==> src/rtl/core/camellia128_block_cipher_defines.svh <==
// Assertion macros for the Camellia-128 RTL, used by the key schedule.
`ifndef CAMELLIA128_BLOCK_CIPHER_DEFINES_SVH
`define CAMELLIA128_BLOCK_CIPHER_DEFINES_SVH

// Antecedent implies consequent in the same cycle.
`define CAM128_ASSERT_SAME(label, ante, cons, msg) \
  label: assert property (@(posedge clk) disable iff (!rst_n) (ante) |-> (cons)) \
    else $error(msg);

// Antecedent implies consequent in the next cycle.
`define CAM128_ASSERT_NEXT(label, ante, cons, msg) \
  label: assert property (@(posedge clk) disable iff (!rst_n) (ante) |=> (cons)) \
    else $error(msg);

`endif

==> src/rtl/core/cam128_pkg.sv <==
// Package with the Camellia-128 types, constants, S-box and round functions.
`timescale 1ns / 1ps
package cam128_pkg;

  // Configuration register indexes.
  localparam int unsigned CfgIdxW = 2;
  localparam logic [CfgIdxW-1:0] CFG_KEY_HIGH = 2'd0;
  localparam logic [CfgIdxW-1:0] CFG_KEY_LOW  = 2'd1;

  // Number of Feistel rounds and position of the FL layers.
  localparam int unsigned NumRounds = 18;
  localparam int unsigned FlRoundA  = 5;
  localparam int unsigned FlRoundB  = 11;

  // Key schedule constants.
  localparam logic [63:0] SIGMA1 = 64'hA09E667F3BCC908B;
  localparam logic [63:0] SIGMA2 = 64'hB67AE8584CAA73B2;
  localparam logic [63:0] SIGMA3 = 64'hC6EF372FE94F82BE;
  localparam logic [63:0] SIGMA4 = 64'h54FF53A5F1D36F1C;

  // One block word in flight through the round chain.
  typedef struct packed {
    logic        dec;
    logic [63:0] d1;
    logic [63:0] d2;
  } cam_blk_t;

  // All subkeys for one block.
  typedef struct packed {
    logic [17:0][63:0] rk;
    logic [3:0][63:0]  ke;
    logic [3:0][63:0]  kw;
  } key_set_t;

  localparam logic [7:0] SBOX1 [256] = '{
    8'd112,8'd130,8'd44,8'd236,8'd179,8'd39,8'd192,8'd229,
    8'd228,8'd133,8'd87,8'd53,8'd234,8'd12,8'd174,8'd65,
    8'd35,8'd239,8'd107,8'd147,8'd69,8'd25,8'd165,8'd33,
    8'd237,8'd14,8'd79,8'd78,8'd29,8'd101,8'd146,8'd189,
    8'd134,8'd184,8'd175,8'd143,8'd124,8'd235,8'd31,8'd206,
    8'd62,8'd48,8'd220,8'd95,8'd94,8'd197,8'd11,8'd26,
    8'd166,8'd225,8'd57,8'd202,8'd213,8'd71,8'd93,8'd61,
    8'd217,8'd1,8'd90,8'd214,8'd81,8'd86,8'd108,8'd77,
    8'd139,8'd13,8'd154,8'd102,8'd251,8'd204,8'd176,8'd45,
    8'd116,8'd18,8'd43,8'd32,8'd240,8'd177,8'd132,8'd153,
    8'd223,8'd76,8'd203,8'd194,8'd52,8'd126,8'd118,8'd5,
    8'd109,8'd183,8'd169,8'd49,8'd209,8'd23,8'd4,8'd215,
    8'd20,8'd88,8'd58,8'd97,8'd222,8'd27,8'd17,8'd28,
    8'd50,8'd15,8'd156,8'd22,8'd83,8'd24,8'd242,8'd34,
    8'd254,8'd68,8'd207,8'd178,8'd195,8'd181,8'd122,8'd145,
    8'd36,8'd8,8'd232,8'd168,8'd96,8'd252,8'd105,8'd80,
    8'd170,8'd208,8'd160,8'd125,8'd161,8'd137,8'd98,8'd151,
    8'd84,8'd91,8'd30,8'd149,8'd224,8'd255,8'd100,8'd210,
    8'd16,8'd196,8'd0,8'd72,8'd163,8'd247,8'd117,8'd219,
    8'd138,8'd3,8'd230,8'd218,8'd9,8'd63,8'd221,8'd148,
    8'd135,8'd92,8'd131,8'd2,8'd205,8'd74,8'd144,8'd51,
    8'd115,8'd103,8'd246,8'd243,8'd157,8'd127,8'd191,8'd226,
    8'd82,8'd155,8'd216,8'd38,8'd200,8'd55,8'd198,8'd59,
    8'd129,8'd150,8'd111,8'd75,8'd19,8'd190,8'd99,8'd46,
    8'd233,8'd121,8'd167,8'd140,8'd159,8'd110,8'd188,8'd142,
    8'd41,8'd245,8'd249,8'd182,8'd47,8'd253,8'd180,8'd89,
    8'd120,8'd152,8'd6,8'd106,8'd231,8'd70,8'd113,8'd186,
    8'd212,8'd37,8'd171,8'd66,8'd136,8'd162,8'd141,8'd250,
    8'd114,8'd7,8'd185,8'd85,8'd248,8'd238,8'd172,8'd10,
    8'd54,8'd73,8'd42,8'd104,8'd60,8'd56,8'd241,8'd164,
    8'd64,8'd40,8'd211,8'd123,8'd187,8'd201,8'd67,8'd193,
    8'd21,8'd227,8'd173,8'd244,8'd119,8'd199,8'd128,8'd158
  };

  function automatic logic [7:0] rotl1_8(input logic [7:0] v);
    return {v[6:0], v[7]};
  endfunction

  function automatic logic [7:0] rotl7_8(input logic [7:0] v);
    return {v[0], v[7:1]};
  endfunction

  // The F function: key addition, S-box layer and P byte mix.
  function automatic logic [63:0] ffun(input logic [63:0] x_in, input logic [63:0] k);
    logic [63:0] x;
    logic [7:0]  t [8];
    logic [7:0]  y [8];
    x = x_in ^ k;
    t[0] = SBOX1[x[63:56]];
    t[1] = rotl1_8(SBOX1[x[55:48]]);
    t[2] = rotl7_8(SBOX1[x[47:40]]);
    t[3] = SBOX1[rotl1_8(x[39:32])];
    t[4] = rotl1_8(SBOX1[x[31:24]]);
    t[5] = rotl7_8(SBOX1[x[23:16]]);
    t[6] = SBOX1[rotl1_8(x[15:8])];
    t[7] = SBOX1[x[7:0]];
    y[0] = t[0] ^ t[2] ^ t[3] ^ t[5] ^ t[6] ^ t[7];
    y[1] = t[0] ^ t[1] ^ t[3] ^ t[4] ^ t[6] ^ t[7];
    y[2] = t[0] ^ t[1] ^ t[2] ^ t[4] ^ t[5] ^ t[7];
    y[3] = t[1] ^ t[2] ^ t[3] ^ t[4] ^ t[5] ^ t[6];
    y[4] = t[0] ^ t[1] ^ t[5] ^ t[6] ^ t[7];
    y[5] = t[1] ^ t[2] ^ t[4] ^ t[6] ^ t[7];
    y[6] = t[2] ^ t[3] ^ t[4] ^ t[5] ^ t[7];
    y[7] = t[0] ^ t[3] ^ t[4] ^ t[5] ^ t[6];
    return {y[0], y[1], y[2], y[3], y[4], y[5], y[6], y[7]};
  endfunction

  function automatic logic [63:0] fl_fwd(input logic [63:0] x, input logic [63:0] k);
    logic [31:0] xl;
    logic [31:0] xr;
    logic [31:0] a;
    xl = x[63:32];
    xr = x[31:0];
    a  = xl & k[63:32];
    xr = xr ^ {a[30:0], a[31]};
    xl = xl ^ (xr | k[31:0]);
    return {xl, xr};
  endfunction

  function automatic logic [63:0] fl_back(input logic [63:0] y, input logic [63:0] k);
    logic [31:0] yl;
    logic [31:0] yr;
    logic [31:0] a;
    yl = y[63:32];
    yr = y[31:0];
    yl = yl ^ (yr | k[31:0]);
    a  = yl & k[63:32];
    yr = yr ^ {a[30:0], a[31]};
    return {yl, yr};
  endfunction

  // Left rotation of a 128-bit value by a constant amount between 1 and 127.
  function automatic logic [127:0] rotl128(input logic [127:0] v, input int unsigned n);
    return (v << n) | (v >> (128 - n));
  endfunction

endpackage

==> src/rtl/core/cam128_round_cell.sv <==
// One Feistel round cell of the Camellia-128 chain, with the FL layer where it applies.
`timescale 1ns / 1ps
module cam128_round_cell
  import cam128_pkg::*;
#(
  parameter int unsigned ROUND = 0
) (
  input  logic     clk,
  input  logic     rst_n,
  input  key_set_t keys,
  input  logic     in_valid,
  input  cam_blk_t in_blk,
  output logic     out_valid,
  output cam_blk_t out_blk
);

  logic     valid_r;
  logic     valid_nxt;
  cam_blk_t blk_r;
  cam_blk_t blk_nxt;
  logic [63:0] rkey;
  cam_blk_t rnd;

  // Decryption walks the round keys from the far end.
  assign rkey = in_blk.dec ? keys.rk[NumRounds-1-ROUND] : keys.rk[ROUND];

  // Feistel round: the even rounds update the right half, the odd ones the left.
  always_comb begin
    rnd = in_blk;
    if ((ROUND % 2) == 0) begin
      rnd.d2 = in_blk.d2 ^ ffun(in_blk.d1, rkey);
    end else begin
      rnd.d1 = in_blk.d1 ^ ffun(in_blk.d2, rkey);
    end
  end

  // FL and FL-inverse after the sixth and twelfth rounds.
  always_comb begin
    blk_nxt = rnd;
    if (ROUND == FlRoundA) begin
      blk_nxt.d1 = fl_fwd(rnd.d1, rnd.dec ? keys.ke[3] : keys.ke[0]);
      blk_nxt.d2 = fl_back(rnd.d2, rnd.dec ? keys.ke[2] : keys.ke[1]);
    end else if (ROUND == FlRoundB) begin
      blk_nxt.d1 = fl_fwd(rnd.d1, rnd.dec ? keys.ke[1] : keys.ke[2]);
      blk_nxt.d2 = fl_back(rnd.d2, rnd.dec ? keys.ke[0] : keys.ke[3]);
    end
  end

  assign valid_nxt = in_valid;

  // Valid flag is control state; the data word needs no reset.
  always_ff @(posedge clk) begin
    if (!rst_n) begin
      valid_r <= 1'b0;
    end else begin
      valid_r <= valid_nxt;
    end
  end

  always_ff @(posedge clk) begin
    blk_r <= blk_nxt;
  end

  assign out_valid = valid_r;
  assign out_blk   = blk_r;

endmodule

==> config.mk <==
export PLATFORM = sky130hd
export DESIGN_NAME = cam128_round_cell
export DESIGN_NICKNAME = d
export VERILOG_FILES = /design/src/rtl/core/camellia128_block_cipher_defines.svh /design/src/rtl/core/cam128_pkg.sv /design/src/rtl/core/cam128_round_cell.sv
export SDC_FILE = /design/constraint.sdc
export NUM_CORES = 2
export LEC_CHECK = 0
export BUFFER_PORTS_ARGS = -buffer_cell sky130_fd_sc_hd__buf_2
export CORE_AREA = 2 2 753 755
export CTS_CLUSTER_SIZE = 28
export DETAILED_ROUTE_END_ITERATION = 10
export DIE_AREA = 0 0 755 757
export HOLD_SLACK_MARGIN = 0.06
export SLEW_MARGIN = 30
export SYNTH_ARGS = -nofsm -noshare
export SYNTH_HDL_FRONTEND = slang
export SYNTH_SLANG_ARGS = --single-unit
==> constraint.sdc <==
create_clock -name clk -period 7.4 [get_ports clk]
set_clock_uncertainty 0.15 [all_clocks]
set_input_delay 1.85 -clock clk [delete_from_list [all_inputs] [get_ports clk]]
set_output_delay 1.85 -clock clk [all_outputs]
set_load 0.05 [all_outputs]
Word-level counts from Yosys, hierarchy flattened
Memories as Yosys holds them, arrays and structs flattened.
Cells that the tools add are included.
{"block": "word_totals", "mem_bits_ro": 16384, "output_inout_bits": 130, "mem_count": 8, "inputBits": 1796, "elab_cells": 80, "reg_bits": 130}
{"block": "classes", "order_cmp": 8, "n_mux": 17, "n_bitwise": 43}
{"memory": "(name not given)", "words": 256, "width": 8, "read_ports": 1, "rd_clocked_by_memory_dff": 0, "wr": 0, "line_no": "cam128_pkg.sv:91", "rtl": "t[7] = SBOX1[x[7:0]];"}
{"memory": "(name not given)", "words": 256, "width": 8, "read_ports": 1, "rd_clocked_by_memory_dff": 0, "wr": 0, "line_no": "cam128_pkg.sv:90", "rtl": "t[6] = SBOX1[rotl1_8(x[15:8])];"}
{"memory": "(name not given)", "words": 256, "width": 8, "read_ports": 1, "rd_clocked_by_memory_dff": 0, "wr": 0, "line_no": "cam128_pkg.sv:89", "rtl": "t[5] = rotl7_8(SBOX1[x[23:16]]);"}
{"memory": "(name not given)", "words": 256, "width": 8, "read_ports": 1, "rd_clocked_by_memory_dff": 0, "wr": 0, "line_no": "cam128_pkg.sv:88", "rtl": "t[4] = rotl1_8(SBOX1[x[31:24]]);"}
{"memory": "(name not given)", "words": 256, "width": 8, "read_ports": 1, "rd_clocked_by_memory_dff": 0, "wr": 0, "line_no": "cam128_pkg.sv:87", "rtl": "t[3] = SBOX1[rotl1_8(x[39:32])];"}
{"memory": "(name not given)", "words": 256, "width": 8, "read_ports": 1, "rd_clocked_by_memory_dff": 0, "wr": 0, "line_no": "cam128_pkg.sv:86", "rtl": "t[2] = rotl7_8(SBOX1[x[47:40]]);"}
{"memory": "+2 memories"}
{"op": "8-bit bitwise XOR", "n": 33}
{"op": "8-bit two-way mux", "n": 16}
{"op": "64-bit bitwise XOR", "n": 2}
{"op": "9-bit greater-or-equal comparator (second input constant)", "n": 8}
{"op": "8-bit inverter with 9-bit output", "n": 8}
{"op": "64-bit two-way mux", "n": 1}

Longest topological paths before layout
{"block": "depth", "word_depth": 12, "depth_mapped": 21, "depth_no_buf": 15}

Worst setup path before layout
Ideal clock, no wire load.
{"block": "synth_path", "kind": "input-to-reg", "start": "input port in_blk[128] (netlist name)", "end": "register blk_r, in the netlist out_blk[2]", "path_slack_ns": 1.168, "required_time_ns": 7.125, "arrival_time_ns": 5.957, "n_path_buf": 6, "stages": 20, "setup_time_ns": 0.125, "path_cell_list": "buf_6 > buf_12 > buf_12 > mux2i_1 > xnor2_1 > inv_2 > clkbuf_1 > ha_1 > clkbuf_1 > clkbuf_1 > clkinv_1 > ha_1 > o21ai_0 > a31oi_1 > o21ai_0 > o311ai_0 > a221oi_2 > xnor2_1 > xor2_1 > xnor2_1"}
{"item": "start: declaration", "line_no": "cam128_round_cell.sv:12", "rtl": "input cam_blk_t in_blk,"}
{"item": "end signal: assignment", "line_no": "cam128_round_cell.sv:61", "rtl": "blk_r <= blk_nxt;"}
{"item": "end: declaration", "line_no": "cam128_round_cell.sv:19", "rtl": "cam_blk_t blk_r;"}

==> metrics list <==
- Final RePlAce weighted congestion: 0.983
* Worst supply voltage drop on vdd: 0.000315 V
- Synthesis-to-layout area growth: 42.8%
* Count of final hold-check violations: 0
- Mean cell area of the mapped netlist: 6.71 um2
- Total clock buffers created by CTS: 21
- Class of the tightest hold or removal check: primary input to flop
* Warnings from Yosys: 0
- Pwr/cell area: 282 nW/um2
- In this run the most critical hold path is launched from in_blk[105].
- In the post-synthesis netlist, the biggest area contributors are dfxtp_1, a21oi_1, o21ai_0.
- The final count of pins violating max slew was 0.
- Total Power: 13.1 mW
- Sinks on Clock Net: 130
* CTS H-tree depth: 4
- Commonest cells post-synth: nand2_1, nor2_1, a21oi_1
- In the synthesized netlist, the number of instances is 4866.
- Finished Cell Area: 46600 um2
- Final Net Count: 7079
* Placement Setup Slack: 0.0671 ns
* Detailed-placement wirelength estimate: 213 mm
* Cell area after synthesis: 32700 um2
- The first global-routing pass estimated 366 mm of wire.
- Die Span X: 755 um
- Headroom to the max-slew limit came out at 23.6%.
- Filler Cells Inserted: 66200
* Residual overflow from global routing: 0
* Global-route usage over all layers: 8.98%
* Area share of the largest cell type after synthesis: 7.97%
* Standard-cell row count: 276
- Number of maximum-capacitance constraint violations: 0
* CTS tree: built
- The setup path with the least slack is of type primary input to flop.
- The floorplan step set the die height to 757 um.
- Routed len/inst: 21.3 um
* Multiplexer area fraction after synthesis: 3.95%
* Post-synthesis sequential area ratio: 7.97%
- Kind of capture point of the worst setup path: flop
- The count of nets left with antenna violations once routing finished came out at 0.
- In this run the worst path has a maximum fanout of 16.
* Max Root-Sink Buffers: 3
* Run status: complete, no violations
- Most common cell in the synthesized netlist: nand2_1
* Total wire length after detailed routing: 271 mm
* Worst Slack Setup Final: 0.513 ns
* CTS Hold Buffers Added: 0
* Post-detailed-route DRC marker count: 0
* Pin count of the biggest net entering global routing: 85
* Initial DRC count: 8161
- The region available for standard cell placement spans 563000 um2.
- For this configuration, the core starts out at a cell density of 5.80%.
- Clock slew seen by the registers of the worst setup and hold paths: 0.12 ns
* Area after detailed placement: 45800 um2
- Setup violations remaining at the end of the flow were counted as 0.
- The number of gates resized after CTS was 0.
- Adder-cell share of the synthesized area: 3.87%
- Measured on the finished design, the core utilization comes to 8.28%.
- The synthesized netlist devotes 43.3% of its cell area to compound gates.
- Count of buffers added by post-CTS timing repair for setup: 0
- Count of state elements after synthesis: 130
- When the netlist entered floorplanning its net count stood at 6763.
- Largest family of logic cells by synthesized area: compound AO/OA/AOI/OAI gates
- The final route contains 46200 vias.
- Worst EP required: 7.72 ns
- In the synthesized netlist the async set-or-reset flop fraction comes to 0%.
* Period Utilization, post-route: 93.1%
- Worst setup SP type: primary input
- Of the total synthesized cell area, the portion taken by XOR and XNOR cells is 11.6%.
* Number of optimization iterations in the first detailed-route pass: 9
* Area taken by multi-input logic gates: 28000 um2
* Main flop type after synthesis: dfxtp_1
- The initial antenna violation count is 70.
- Setup repair after global routing left no endpoint under its margin.
- The critical path starts at in_blk[128].
- Using the TritonRoute via totals, the vias-per-cell ratio works out to 3.62.
- Worst-margin pin slew: 1.14 ns
- The synthesized design contains 0 enable-type register cells.
- Count of pins on the block boundary: 1926
* Upper clock frequency limit: 0.145 GHz
- Port bufs: 389
* Arrival time at the worst endpoint: 7.21 ns
- Area of the die: 572000 um2
- Number of global-route vias before repair: 42000
- Ratio of cells with drive above 1 in the final layout: 20.8%
- Simple-gate area share of the yosys netlist: 20.4%
- Post-synth top area cell: dfxtp_1
* Post-route minimum period: 6.89 ns
- Clock tree root driver cell: clkbuf_16
- Registers take 2600 um2.
* Count of cell types in the netlist: 105
- Summed over all cells, the static leakage comes to 14.4 nW.
## cell type report
class                   instances  area share, %
multi-input cells            4143           60.0
well taps                    7506           20.1
repair buffers                839           12.3
flip-flops and latches        130           5.58
clock buffers                  24           1.19
inverters                      47          0.378
diodes                         69          0.370
clock inverters                 8          0.110
## cells in the final DEF, fill, tap and decap left out, drive strengths merged, types with 69 or more instances in the layout
| cell | count |
|---|---|
| nand3 | 169 |
| xnor2 | 237 |
| dfxtp | 130 |
| xor2 | 114 |
| o211ai | 136 |
| nor2 | 465 |
| o221ai | 72 |
| a31oi | 140 |
| o21ai | 449 |
| ha | 101 |
| mux2i | 95 |
| o311ai | 95 |
| buf | 839 |
| a21oi | 439 |
| diode | 69 |
| a211oi | 118 |
| a221oi | 77 |
| nand2 | 520 |
| nor3 | 158 |
## final timing paths
kind / slack, ns / depth (start not counted) / end
setup / recovery: 0.51 / 17 / out_blk[8]$_DFF_P_
hold / removal: 1.22 / 1 / out_blk[105]$_DFF_P_
## worst max-delay path, cell delays in order
cell       delay (ns)
buf_6            0.26
buf_12           0.27
mux2i_1          0.16
xnor2_2          0.69
inv_2            0.33
ha_1             0.53
buf_4            0.26
nand2_1          0.19
a21oi_1          0.10
a2111oi_0        0.76
a211oi_1         0.12
o32ai_2          0.57
buf_4            0.30
xnor2_1          0.11
buf_4            0.20
xnor2_1          0.29
xnor2_1          0.13
## metrics by stage
step                hold WS, ns  TNS, ns  std cells
floorplan                  1.73        0       4866
global placement           1.85  -0.0142      12700
detailed placement         1.85        0      12700
CTS                        1.17        0      12700
global route               1.18        0      12700
finish                     1.22        0      12800
## where the power goes
group / leakage [nW] / internal [mW] / switching [mW]
clock: 0.295 / 0.542 / 0.550
sequential: 1.10 / 0.967 / 0.118
combinational: 13.0 / 3.53 / 7.43
total: 14.4 / 5.04 / 8.09
## flip-flops by register name, indices dropped and copies added, names as in the netlist
signal     count
out_blk      129
out_valid      1
## per-layer routing
| layer | share of wire [%] | vias up | GRT usage (%) |
|---|---|---|---|
| met5 | 0.092 | - | 0 |
| met4 | 4.7 | 40 | 3.16 |
| met3 | 16 | 737 | 4.66 |
| met2 | 41 | 4013 | 13.3 |
| met1 | 38 | 22000 | 11.1 |
| li1 | - | 19400 | - |
## cell families (layout without fill, tap and decap cells)
| family | count (synthesis) | after routing |
|---|---|---|
| adder cells (fa/ha/maj) | 101 | 101 |
| AO/OA/AOI/OAI | 2072 | 2072 |
| flip-flops | 130 | 130 |
| buffers and inverters | 593 | 918 |
| XOR/XNOR | 358 | 358 |
| AND/OR/NAND/NOR | 1510 | 1510 |
| multiplexers | 102 | 102 |
| other | 0 | 69 |
Note: power is estimated with default switching activity, not from simulation.
